[config.mk]
export PLATFORM = sky130hd
export DESIGN_NAME = bdf_hash
export DESIGN_NICKNAME = d
export VERILOG_FILES = /design/src/rtl/bdf_pkg.sv /design/src/rtl/bdf_hash.sv
export SDC_FILE = /design/constraint.sdc
export NUM_CORES = 1
export LEC_CHECK = 0
export BUFFER_PORTS_ARGS = -buffer_cell sky130_fd_sc_hd__buf_4
export CORE_MARGIN = 2
export CORE_UTILIZATION = 40
export CTS_CLUSTER_DIAMETER = 50
export DETAILED_ROUTE_END_ITERATION = 6
export SLEW_MARGIN = 25
export SYNTH_ARGS = -nofsm -noshare
export SYNTH_HDL_FRONTEND = slang
export SYNTH_SLANG_ARGS = --single-unit
[constraint.sdc]
create_clock -name clk -period 22.6 [get_ports clk]
set_input_delay 1.13 -clock clk [delete_from_list [all_inputs] [get_ports clk]]
set_output_delay 1.13 -clock clk [all_outputs]
set_load 0.01 [all_outputs]
[src/rtl/bdf_pkg.sv]
`timescale 1ns / 1ps

package bdf_pkg;

	// hash mixing constants and default clear interval
	localparam logic [31:0] ROUND_MUL        = 32'hC2B2AE35;
	localparam logic [31:0] FINAL_MUL        = 32'h85EBCA77;
	localparam logic [31:0] DEFAULT_INTERVAL = 32'd300000;

	// one seed per hash lane
	localparam int NUM_HASH = 3;
	localparam logic [31:0] SEEDS [NUM_HASH] = '{32'hDEADBEEF, 32'hCAFEBABE, 32'hABCD1234};

	// bit store is organised as rows of 32 bits
	localparam int ROW_BITS  = 32;
	localparam int ROW_SEL_W = 5;

	// sender byte counter, at most eight bytes
	localparam int BYTE_CNT_W = 3;

	typedef enum logic [1:0] {
		OP_CHECK     = 2'd0,
		OP_ADD       = 2'd1,
		OP_CHECK_ADD = 2'd2,
		OP_TICK      = 2'd3
	} op_t;

	// strobes from the sequencer to the bit store
	typedef struct packed {
		logic clear_req;
		logic rd_en;
		logic wr_en;
	} store_ctl_t;

endpackage

[src/rtl/bdf_hash.sv]
`timescale 1ns / 1ps

module bdf_hash import bdf_pkg::*; #(
	parameter int BLOOM_BITS = 4096,
	parameter int ID_BYTES   = 8,
	localparam int IDX_W     = $clog2(BLOOM_BITS)
) (
	input  logic             clk,
	input  logic             arst_n,
	input  logic             start,
	input  logic [31:0]      seed,
	input  logic [63:0]      timestamp,
	input  logic [63:0]      origin_id,
	input  logic [7:0]       pkt_type,
	output logic             done,
	output logic [IDX_W-1:0] idx
);

	// reciprocal of the store size for the modulo step
	localparam longint unsigned RECIP64 = (64'd1 << 32) / BLOOM_BITS;
	localparam logic [31:0]     RECIP   = 32'(RECIP64);
	localparam int              Q_W     = 33 - IDX_W;
	localparam logic [31:0]     BB      = 32'(BLOOM_BITS);
	localparam logic [IDX_W:0]  BB_R    = (IDX_W+1)'(BLOOM_BITS);

	typedef enum logic [2:0] {
		H_IDLE,
		H_ROUND,
		H_FIN,
		H_RED,
		H_QB,
		H_DONE
	} hstate_t;

	hstate_t               state_q;
	logic [BYTE_CNT_W-1:0] byte_q;
	logic [31:0]           h_q;
	logic [Q_W-1:0]        q_q;
	logic [IDX_W:0]        r_q;

	logic [7:0]  byte_sel;
	logic [31:0] mixed;
	logic [31:0] rotated;
	logic [63:0] round_prod;
	logic [31:0] fold16;
	logic [63:0] fin_prod;
	logic [31:0] fold13;
	logic [63:0] recip_prod;
	logic [63:0] qb_prod;
	logic [31:0] residue;
	logic [IDX_W:0] r_sub;

	// one mixing round per cycle
	always_comb begin
		byte_sel   = origin_id[{byte_q, 3'b000} +: 8];
		mixed      = h_q ^ ({24'd0, byte_sel} << {byte_q[1:0], 3'b000});
		rotated    = {mixed[18:0], mixed[31:19]};
		round_prod = 64'(rotated) * 64'(ROUND_MUL);
		fold16     = h_q ^ (h_q >> 16);
		fin_prod   = 64'(fold16) * 64'(FINAL_MUL);
		fold13     = h_q ^ (h_q >> 13);
		recip_prod = 64'(fold13) * 64'(RECIP);
		qb_prod    = 64'(q_q) * 64'(BB);
		residue    = h_q - qb_prod[31:0];
		r_sub      = r_q - BB_R;
	end

	// quotient estimate is low by at most one, so one correcting subtract
	assign idx  = (r_q >= BB_R) ? r_sub[IDX_W-1:0] : r_q[IDX_W-1:0];
	assign done = (state_q == H_DONE);

	// sequencer
	always_ff @(posedge clk or negedge arst_n) begin
		if (!arst_n) begin
			state_q <= H_IDLE;
			byte_q  <= '0;
		end else begin
			case (state_q)
				H_IDLE: begin
					if (start) begin
						state_q <= H_ROUND;
						byte_q  <= '0;
					end
				end
				H_ROUND: begin
					if (byte_q == BYTE_CNT_W'(ID_BYTES - 1)) begin
						state_q <= H_FIN;
					end else begin
						byte_q <= byte_q + 1'b1;
					end
				end
				H_FIN:   state_q <= H_RED;
				H_RED:   state_q <= H_QB;
				H_QB:    state_q <= H_DONE;
				H_DONE:  state_q <= H_IDLE;
				default: state_q <= H_IDLE;
			endcase
		end
	end

	// hash datapath
	always_ff @(posedge clk) begin
		case (state_q)
			H_IDLE: begin
				if (start) begin
					h_q <= seed ^ timestamp[31:0] ^ timestamp[63:32] ^ {24'd0, pkt_type};
				end
			end
			H_ROUND: h_q <= round_prod[31:0];
			H_FIN:   h_q <= fin_prod[31:0];
			H_RED: begin
				h_q <= fold13;
				q_q <= recip_prod[32 +: Q_W];
			end
			H_QB:    r_q <= residue[IDX_W:0];
			default: ;
		endcase
	end

endmodule

# After elaboration in Yosys (flattened, before gate mapping)
# Index checks and enable logic that the tools add are counted.
# totals
regBits	52
in_bits	171
wordCells	43
# op_classes
addsub	3
mul	2
magnitude_cmp	1
n_eq_ne	9
shifts	2
mux	9
n_bitwise	6
reduce_logical	6
# op_table
operator	n
case mux 32 bit (4 select lines)	1
bitwise XOR 32 bit	3
indexed part select 64 x 7 -> 8 bit	1
multiplier 32 x 31 -> 32 bit, second input constant	1
multiplier 32 x 32 -> 32 bit, second input constant	1
two-way mux 32 bit	1
left shift 8 x 5 -> 32 bit	1
bitwise XOR 32 x 16 -> 32 bit	1
bitwise XOR 32 x 19 -> 32 bit	1
bitwise XOR 32 x 8 -> 32 bit	1
case mux 3 bit (5 select lines)	1
>= comparator 13 bit, second input constant	1
subtractor 13 bit	1
two-way mux 12 bit	1
two-way mux 3 bit	4
subtractor 12 x 1 -> 12 bit, second input constant	1
== test 3 bit, second input constant	3
== test 3 x 2 -> 1 bit, second input constant	2
inequality test 2 bit, second input constant	3
case mux 3 bit (2 select lines)	1
AND reduction 2 bit	2
nonzero test 4 bit	1
adder 3 x 1 -> 3 bit, second input constant	1
== test 3 x 1 -> 1 bit, second input constant	1
other kinds (3)	3

# Logic depth before layout (Yosys ltp)
# Gate-level depths: netlist of the first run.
# depth
depth_word	5
ltp_mapped	33
mapped_depth_nobuf	31

# Worst setup path before layout of the first run
# No wires, ideal clock.
# synth_timing
path_kind	input to register
from	input port origin_id[10]
to	register h_q[31] (data pin)
arrival_ns	8.281
required_time_ns	22.339
setup_slack_ns	14.059
cell_stages	28
n_path_buf	0
path_cell_list	mux4_1 mux2i_1 nor2_1 xnor2_1 inv_1 ha_1 inv_1 fa_1 fa_1 fa_1 inv_1 fa_1 inv_1 fa_1 inv_1 fa_1 inv_1 fa_1 inv_1 ha_1 a21oi_1 o21ai_0 a311oi_1 a21boi_0 o211ai_1 a21oi_1 xnor2_1 a221o_1
# synth_via
elab_chain_cells	5
# synth_lines
item	line_no	rtl
start, declared	bdf_hash.sv:13	input logic [63:0] origin_id,
indexed part select 64 x 7 -> 8 bit	bdf_hash.sv:55	byte_sel = origin_id[{byte_q, 3'b000} +: 8];
left shift 8 x 5 -> 32 bit	bdf_hash.sv:56	mixed = h_q ^ ({24'd0, byte_sel} << {byte_q[1:0], 3'b000});
bitwise XOR 32 bit	bdf_hash.sv:56	
multiplier 32 x 31 -> 32 bit	bdf_hash.sv:58	round_prod = 64'(rotated) * 64'(ROUND_MUL);
case mux 32 bit (4 select lines)	bdf_hash.sv:103	case (state_q)
end signal, assigned	bdf_hash.sv:106	h_q <= seed ^ timestamp[31:0] ^ timestamp[63:32] ^ {24'd0, pkt_type};
end signal, assigned	bdf_hash.sv:109	H_ROUND: h_q <= round_prod[31:0];
end signal, assigned	bdf_hash.sv:110	H_FIN: h_q <= fin_prod[31:0];
end, declared	bdf_hash.sv:37	logic [31:0] h_q;
# No other way between the ends.
# A chain may end at the register's enable or synchronous reset.

# Worst setup path after layout of the first run
# layout_timing
from	register byte_q[0]
to	register h_q[31] (data pin)
# layout_via
elab_chain_cells	5
# layout_lines
item	line_no	rtl
start, declared	bdf_hash.sv:36	logic [BYTE_CNT_W-1:0] byte_q;
start signal, assigned	bdf_hash.sv:89	byte_q <= byte_q + 1'b1;
indexed part select 64 x 7 -> 8 bit	bdf_hash.sv:55	
left shift 8 x 5 -> 32 bit *	bdf_hash.sv:56	
bitwise XOR 32 bit *	bdf_hash.sv:56	
multiplier 32 x 31 -> 32 bit *	bdf_hash.sv:58	
case mux 32 bit (4 select lines) *	bdf_hash.sv:103	
# Every way passes the cells marked *; elsewhere a longest branch is shown, timed or not.

==> flow_summary.ini, run 1 <==
[clock_tree]
ctsHtreeMaxLevel = 2
cts_max_path_buffers = 2
tritoncts = done
clkSinkCount = 50
cts_hold_buf = 0
clk_latency_ns = 0.32
root_buffer = clkbuf_16
cts_buffers = 5
cts_setup_buffers = 0
post_cts_resized = 0
cts.clk_slew.worst_paths_ns = 0.08

[layout]
syn_to_final_growth_pct = 11.50
fin_nets = 3515
diodes = 0
fin_cells = 3310
drive_gt1_share_pct = 10.18

[floorplan]
die_h_um = 242.5
num_rows = 87
die_area_um2 = 58810
io-pin-count = 184
core_area_um2 = 56280
die_x_um = 242.5
initial_utilization_pct = 40.43

[global_route]
antenna_found_initial = 1
grt_pass1_vias = 18030
grt_overflow_total = 0
grt_usage_pct = 25.84
grt_max_degree = 34
grt_pass1_wl_um = 112000

[synth]
synth.net_count = 3321
syn_area_um2 = 22760
syn_inst = 2359
ys_ff_latch = 50
yosys_warnings = 0
yosysSeqAreaShare_pct = 6.466
synth_edf_count = 44
ys.flop_type = edfxtp_1
synth_area_per_cell_um2 = 9.646
synth.distinct_cells = 70
synthArstFlopShare_pct = 12.00

[worst_setup_path]
worst-endpoint-arrival_ns = 9.48
rrSetupSlack_ns = 13.20
critPathCaptureType = flop
cp.depth = 28
reg2regPathDepth = 28
criticalPathCategory = reg -> reg
cp_max_fo = 18
critPathRequiredTime_ns = 22.68
cp_top_family = adder cells
crit_path_start_kind = flop
critPathSlowestCell = dfrtp_1
critPathMaxStageDelay_ns = 0.94
cp.buffers_inverters = 7

[run]
drv_cap = 0

[sta]
rsz0062_at_grt = no
fin_setup_tns_ns = 0
worst_pin_slew_ns = 1.200
slew_violations = 0
fin_crit_sh_pct = 41.59
finClkSkew_ns = 0.005902
max_freq_mhz = 106.4
hold_viol = 0
post-route-min-period_ns = 9.400
setup_viol = 0
maxSlewHeadroom_pct = 19.71

[outcome]
status = finished clean

[place]
place.gp.congestion = 0.9709
io_buffers = 183
dpl.hpwl_um = 67310
post-place-cells = 3302

[route]
wl_um = 74030
drt_iter0_markers = 1071
ant_nets = 0
avgViaCountPerCell = 5.022
route.detailed.drc = 0
dr.pass1.iters = 5
num_vias = 16620
wl_per_cell_um = 22.37

[min_path]
hp-class = in -> async
## worst paths after layout
kind,startpoint,to
worst max-delay path,byte_q[0],h_q[31]
worst min-delay path,arst_n,byte_q[1]
max in group asynchronous,arst_n,byte_q[2]
worst min register to register,h_q[5],r_q[5]
min in group clk,h_q[5],r_q[5]
worst max register to register,byte_q[0],h_q[31]
## per-layer routing
metal	part of all wire [%]	GRT usage, %	routed length [µm]
met3	7.8	5.007	5798
met1	45	36.74	33560
met4	2.2	5.628	1617
met2	45	40.81	33050
met5	0	0	0
## registers in the layout, indices dropped and copies added (netlist names)
signal / flops
state_q: 3
r_q: 12
byte_q: 3
h_q: 32
## worst register-to-register path, delay by kind of cell, from the launching register on
kind	cells	cell delay, ns
flops	1	0.94
fa+ha+maj	9	4.15
xor+xnor	2	0.73
buf+inv	7	0.56
mux	2	0.96
compound gates	5	1.41
simple gates	3	0.42
## per-stage QoR
stage / area [µm²] / util, % / hold WS, ns / worst slack (ns)
after floorplan: 22760 / - / 0.5310 / 14.06
after global placement: 25170 / 44.73 / 0.6532 / 13.22
after detailed placement: 25180 / 44.74 / 0.6484 / 13.11
after CTS: 25350 / 45.04 / 0.5983 / 13.18
after global routing: 25370 / 45.09 / 0.5998 / 12.45
final: 25370 / 45.09 / 0.6022 / 13.20
## kinds of logic (layout without fill, tap and decap cells)
| family | after synthesis | count (layout) | synth area share (%) |
|---|---|---|---|
| buf+inv | 799 | 994 | 13.38 |
| fa+ha+maj | 791 | 791 | 57.28 |
| xor+xnor | 261 | 261 | 10.21 |
| compound gates | 226 | 226 | 6.538 |
| simple gates | 199 | 199 | 3.975 |
| flops | 50 | 50 | 6.466 |
| mux | 33 | 33 | 2.150 |
## cells in the final DEF, fill, tap and decap left out, types with 12 or more instances in the layout
cell type  Yosys  routed
o22ai_1       16      16
ha_1         373     373
mux2i_1       19      19
nand2b_1      14      14
a21oi_1       63      63
o21ai_0       44      44
nor2_1        90      89
a21o_1        20      20
nand2_1       42      42
xnor2_1      170     170
nor3_1        14      12
inv_1        770     770
buf_4          1     214
fa_1         418     418
edfxtp_1      44      44
xor2_1        86      84
## cell usage after synthesis (4+ instances only)
cell type | instances | area (µm²)
inv_1 | 770 | 2890
fa_1 | 418 | 8368
ha_1 | 373 | 4667
xnor2_1 | 170 | 1489
nor2_1 | 90 | 337.8
xor2_1 | 86 | 753.2
a21oi_1 | 63 | 315.3
edfxtp_1 | 44 | 1321
o21ai_0 | 44 | 220.2
nand2_1 | 42 | 157.7
a21o_1 | 20 | 150.1
mux2i_1 | 19 | 190.2
o22ai_1 | 16 | 100.1
clkbuf_1 | 15 | 56.30
nand2b_1 | 14 | 87.58
nor3_1 | 14 | 70.07
mux4_2 | 11 | 247.7
o21a_1 | 10 | 75.07
buf_2 | 8 | 40.04
a211oi_1 | 7 | 52.55
nand3_1 | 7 | 35.03
a221oi_1 | 6 | 52.55
dfrtp_1 | 6 | 150.1
nor2b_1 | 6 | 37.54
o211ai_1 | 6 | 45.04
a22oi_1 | 5 | 37.54
a31oi_1 | 5 | 31.28
o221ai_1 | 5 | 43.79
xnor2_2 | 5 | 81.33
a21boi_0 | 4 | 30.03
a31o_2 | 4 | 35.03
and2_1 | 4 | 25.02
o21bai_1 | 4 | 30.03
or2_2 | 4 | 25.02
## layout make-up
cell class / instances / area (µm²)
inverters: 772 / 2898
well taps: 756 / 945.9
fillers: 5444 / 30900
clock inverters: 2 / 18.77
clock buffers: 6 / 150.1
multi-input cells: 1510 / 18280
repair buffers: 214 / 1607
flip-flops and latches: 50 / 1474
Power of run 1 is left out: the tool's default activity adds up to more than one toggle a clock period on the data nets, which glitch-free logic cannot reach.
==> run 2, diff against run 1 <==
--- a/config.mk
+++ b/config.mk
@@ -5,6 +5,7 @@
 export SDC_FILE = /design/constraint.sdc
 export NUM_CORES = 1
 export LEC_CHECK = 0
+export ABC_AREA = 1
 export BUFFER_PORTS_ARGS = -buffer_cell sky130_fd_sc_hd__buf_4
 export CORE_MARGIN = 2
 export CORE_UTILIZATION = 40
==> constraint.sdc (replaced) <==
create_clock -name clk -period 9.52 [get_ports clk]
set_input_delay 0.476 -clock clk [delete_from_list [all_inputs] [get_ports clk]]
set_output_delay 0.476 -clock clk [all_outputs]
set_load 0.01 [all_outputs]
==> run 2 against run 1 <==
Effect of this change:
- wire length up 3.1%
- worst hold slack worse by 0.085 ns
- count of clock-buffer cells in the layout decreased by 1
- non-clock buffer count is 6 lower
- largest cell class unchanged
- sequential share of layout area shrank 0.15 points
- critical path type unchanged
==> flow_summary.ini, run 2 <==
[synth]
yosysMostFrequentCell = inv_1
yosys_warnings = 0
synth_edf_count = 44
syn_area_um2 = 23550
synthArstFlopShare_pct = 12.00
netlist_top_cells_count = inv_1 (878), fa_1 (418), ha_1 (373)
synth.distinct_cells = 52
synth_top_cells_by_area = fa_1 (36%), ha_1 (20%), inv_1 (14%)
syn_inst = 2739
synth_area_per_cell_um2 = 8.596
ys_ff_latch = 50
synth_top_area_share_pct = 35.54
ys.flop_type = edfxtp_1
yosysSeqAreaShare_pct = 6.249
yosys.area.top_type = fa_1
synth.net_count = 3701

[route]
drt_iter0_markers = 1231
ant_nets = 0
route.detailed.drc = 0
wl_um = 76350
dr.pass1.iters = 6
wl_per_cell_um = 20.73
num_vias = 18510
avgViaCountPerCell = 5.026

[floorplan]
die_h_um = 246.6
io-pin-count = 184
initial_utilization_pct = 40.65
num_rows = 88
die_x_um = 246.6
die_area_um2 = 60820
core_area_um2 = 57920

[sta]
maxSlewHeadroom_pct = 31.68
max_freq_mhz = 111.6
setup_viol = 0
rsz0062_at_grt = no
fin_setup_tns_ns = 0
hold_viol = 0
fin_crit_sh_pct = 94.16
worst_pin_slew_ns = 1.024
slew_violations = 0
finClkSkew_ns = 0.01419
post-route-min-period_ns = 8.964

[global_route]
grt_pass1_wl_um = 116000
grt_usage_pct = 25.79
grt_overflow_total = 0
antenna_found_initial = 1
grt_max_degree = 49
grt_pass1_vias = 19820

[layout]
largest_register_ffs = 32
multiInputGateArea_um2 = 18560
largest-register = h_q
fin_nets = 3876
final-seq-area_um2 = 1473
drive_gt1_share_pct = 8.954
n_fill_cell = 5746
layout_commonest_cell = inv_1
biggestRegsByFlops = h_q (32), r_q (12)
layout_common_cells = inv_1 (878), fa_1 (418), ha_1 (373)
syn_to_final_growth_pct = 10.58

[clock_tree]
cts_buffers = 5
clk_latency_ns = 0.32
clkSinkCount = 50
ctsHtreeMaxLevel = 2
tritoncts = done
root_buffer = clkbuf_16
post_cts_resized = 0
cts.clk_slew.worst_paths_ns = 0.08
cts_max_path_buffers = 2

[worst_setup_path]
critPathLaunch = byte_q[0]
critPathRequiredTime_ns = 9.57
reg2regPathDepth = 32
rrSetupSlack_ns = 0.56
crit_path_start_kind = flop
critPathCaptureType = flop
worst-endpoint-arrival_ns = 9.02
critPathSlowestCell = dfrtp_2
criticalPathCategory = reg -> reg
cp_max_fo = 35
critPathMaxStageDelay_ns = 0.70
r2r-start = byte_q[0]
r2r-end = h_q[29]

[place]
io_buffers = 183
dpl.hpwl_um = 68250
place.gp.congestion = 0.9644

[run]
drv_cap = 0

[min_path]
hp-class = in -> async

[outcome]
status = finished clean
==> run 2: cell types whose count changed after synthesis, sizes merged, moves of 15 or more <==
cell   before  now
nand3       7   99
o21ai      45   81
nand2      43  299
xnor2     175  132
xor2       86   61
a21oi      63   94
buf        12   27
mux2i      20    0
inv       770  881
==> run 2: through the flow <==
stage / hold slack (ns) / cells / setup slack [ns] / instance area [µm²] / util [%]
finish: 0.5172 / 3682 / 0.5558 / 26040 / 44.96
global route: 0.5282 / 3680 / 0.2278 / 26030 / 44.95
CTS: 0.4907 / 3680 / 0.7216 / 26030 / 44.94
detailed placement: 0.2907 / 3671 / 0.7774 / 25840 / 44.62
global placement: 0.2896 / 3671 / 0.8604 / 25840 / 44.62
floorplan: 0.1804 / 2739 / 2.295 / 23550 / -
==> run 2: metal layers <==
metal / part of all wire [%] / vias up / wire (µm) / GRT usage (%)
met5: 0 / - / 0 / 0
met4: 4.6 / 0 / 3481 / 10.35
met3: 5.1 / 127 / 3908 / 1.841
met2: 49 / 623 / 37440 / 45.13
met1: 41 / 9196 / 31520 / 33.05
li1: - / 8561 / - / -
==> run 2: layout make-up <==
class                           count  area share (%)
Multi-Input combinational cell   1768           71.27
Inverter                          881           12.71
Timing Repair Buffer              208           6.007
Sequential cell                    50           5.656
Tap cell                          765           3.676
Clock buffer                        5          0.4806
Clock inverter                      3          0.1826
Antenna cell                        2         0.01922
==> run 2: critical path, delay by kind of cell, from the launching register on <==
family	cells	cell delay (ns)
adders and majority gates	9	4.09
AOI/OAI and AO/OA	7	1.46
buffers and inverters	7	1.09
and+or+nand+nor	8	0.83
DFF	1	0.70
xor gates and xnor gates	1	0.49
==> run 2: timing repair <==
| item | CTS | global route |
|---|---|---|
| hold endpoints to repair | 6 | 0 |
| hold buffers | 1 | 0 |
| setup endpoints to repair | 0 | 0 |
| setup buffers | 0 | 0 |
==> run 2: logic make-up after synthesis <==
group                      count (synthesis)  synth area share, %
buffers and inverters                    921                15.01
adders and majority gates                791                55.36
and+or+nand+nor                          541                9.906
AOI/OAI and AO/OA                        242                5.930
xor gates and xnor gates                 194                7.546
DFF                                       50                6.249
==> run 2: worst max path at each step <==
stage | slack [ns] | endpoint
global placement | 0.86 | h_q[29]
floorplan | 2.29 | h_q[24]
finish | 0.56 | h_q[29]
CTS | 0.72 | h_q[29]
detailed placement | 0.78 | h_q[29]
global route | 0.23 | h_q[29]
Power of run 2 is left out for the same reason.
==> run 3, diff against run 2 <==
--- a/config.mk
+++ b/config.mk
@@ -11,6 +11,7 @@
 export CORE_UTILIZATION = 40
 export CTS_CLUSTER_DIAMETER = 50
 export DETAILED_ROUTE_END_ITERATION = 6
+export REMOVE_ABC_BUFFERS = 1
 export SLEW_MARGIN = 25
 export SYNTH_ARGS = -nofsm -noshare
 export SYNTH_HDL_FRONTEND = slang
==> run 3 against run 2 <==
Effect of this change:
- global-route usage increased by 1.3 points
- die area unchanged
- final area increased by 0.13%
- worst hold slack got worse by 0.016 ns
- sequential share of layout area about the same
- via count increased by 0.44%
- first-iteration DRC count increased by 11%
- wire length increased by 3.2%
- count of clock-buffer cells in the layout unchanged
- cell count increased by 0.19%
- highest routed layer unchanged
==> flow_summary.ini, run 3 (synthesized netlist as in run 2, its figures left out) <==
[worst_setup_path]
cp_max_fo = 48
critPathMaxStageDelay_ns = 0.64
worst-endpoint-arrival_ns = 8.94
criticalPathCategory = reg -> reg
critPathSlowestCell = dfrtp_4
critPathCaptureType = flop
critPathRequiredTime_ns = 9.57
crit_path_start_kind = flop

[clock_tree]
cts.clk_slew.worst_paths_ns = 0.08
root_buffer = clkbuf_16
cts_setup_buffers = 0
tritoncts = done
clk_latency_ns = 0.34
ctsHtreeMaxLevel = 2
cts_max_path_buffers = 2
cts_buffers = 5
clkSinkCount = 50

[floorplan]
die_h_um = 246.6
io-pin-count = 184
num_rows = 88
die_area_um2 = 60820
initial_utilization_pct = 40.65
die_x_um = 246.6
core_area_um2 = 57920

[route]
wl_per_cell_um = 21.35
ant_nets = 0
num_vias = 18590
dr.pass1.iters = 5
avgViaCountPerCell = 5.039
route.detailed.drc = 0
wl_um = 78770
drt_iter0_markers = 1363

[global_route]
grt_pass1_wl_um = 121000
grt_usage_pct = 27.08
grt_max_degree = 49
antenna_found_initial = 2
grt_pass1_vias = 20170
grt_overflow_total = 0

[layout]
syn_to_final_growth_pct = 10.72
biggestRegsByFlops = h_q (32), r_q (12)
drive_gt1_share_pct = 9.234
layout_common_cells = inv_1 (878), fa_1 (418), ha_1 (373)
layout_commonest_cell = inv_1
largest-register = h_q
largest_register_ffs = 32
diodes = 0
fin_util_pct = 45.01
fin_nets = 3885

[place]
io_buffers = 183
dpl.hpwl_um = 70560
place.gp.congestion = 0.9820

[sta]
maxSlewHeadroom_pct = 30.65
setup_viol = 0
rsz0062_at_grt = no
worst_pin_slew_ns = 1.039
finClkSkew_ns = 0.01336
slew_violations = 0
max_freq_mhz = 112.6
hold_viol = 0
fin_setup_tns_ns = 0
fin_crit_sh_pct = 93.30
post-route-min-period_ns = 8.882

[min_path]
hp-class = in -> async

[outcome]
status = finished clean

[run]
drv_cap = 0
run 3: cell types whose count changed in the layout (fill, tap and decap cells not counted), sizes merged:
cell      delta
bufinv       -1
diode        -2
clkinvlp     +1
clkinv       +1
inv          -1
buf          +9
run 3: layer usage:
layer / wire length [µm] / vias to the layer above / track usage [%]
met3: 4255 / 103 / 2.397
met5: 0 / - / 0
met2: 38000 / 601 / 46.00
met1: 33700 / 9300 / 36.36
li1: - / 8584 / -
met4: 2818 / 0 / 8.753
run 3: critical path: cells and delay by family, from the launching register on:
family | cells | cell delay, ns
adders and majority gates | 9 | 3.97
AOI/OAI and AO/OA | 5 | 1.05
xor gates and xnor gates | 1 | 0.33
DFF | 1 | 0.64
and+or+nand+nor | 11 | 1.57
buffers and inverters | 7 | 1.04
run 3: what timing repair did:
item                                    4_1_cts  5_1_grt
endpoints found under the setup margin        0        1
hold endpoints to repair                      6        0
gates resized for setup                       0        1
hold buffers                                  1        0
run 3: worst paths after layout:
kind	startpoint	endpoint	slack, ns	cells past startpoint
min reg2reg	state_q[0]	state_q[0]	0.67	3
max reg2reg	byte_q[0]	h_q[29]	0.64	33
max	byte_q[0]	h_q[29]	0.64	33
min	arst_n	state_q[2]	0.50	2
min in group clk	start	state_q[0]	0.50	3
max in group asynchronous	arst_n	byte_q[0]	8.86	2
run 3: area by class of cell:
type	instances	area [µm²]
sequential	50	1475
multi-input combinational	1768	18550
clock inverter	3	20.02
clock buffer	5	125.1
inverter	881	3309
fill	5781	31850
tap	765	957.2
timing repair buffer	217	1632
run 3: through the flow:
stage	setup slack, ns	instances	instance area [µm²]	hold slack, ns
finish	0.6381	3689	26070	0.5008
CTS	0.5934	3689	26070	0.4910
detailed placement	0.6264	3680	25910	0.3087
floorplan	1.234	2699	23320	0.1804
global placement	0.6372	3680	25910	0.3072
global route	0.05178	3689	26070	0.5132
Power of run 3 is left out for the same reason.
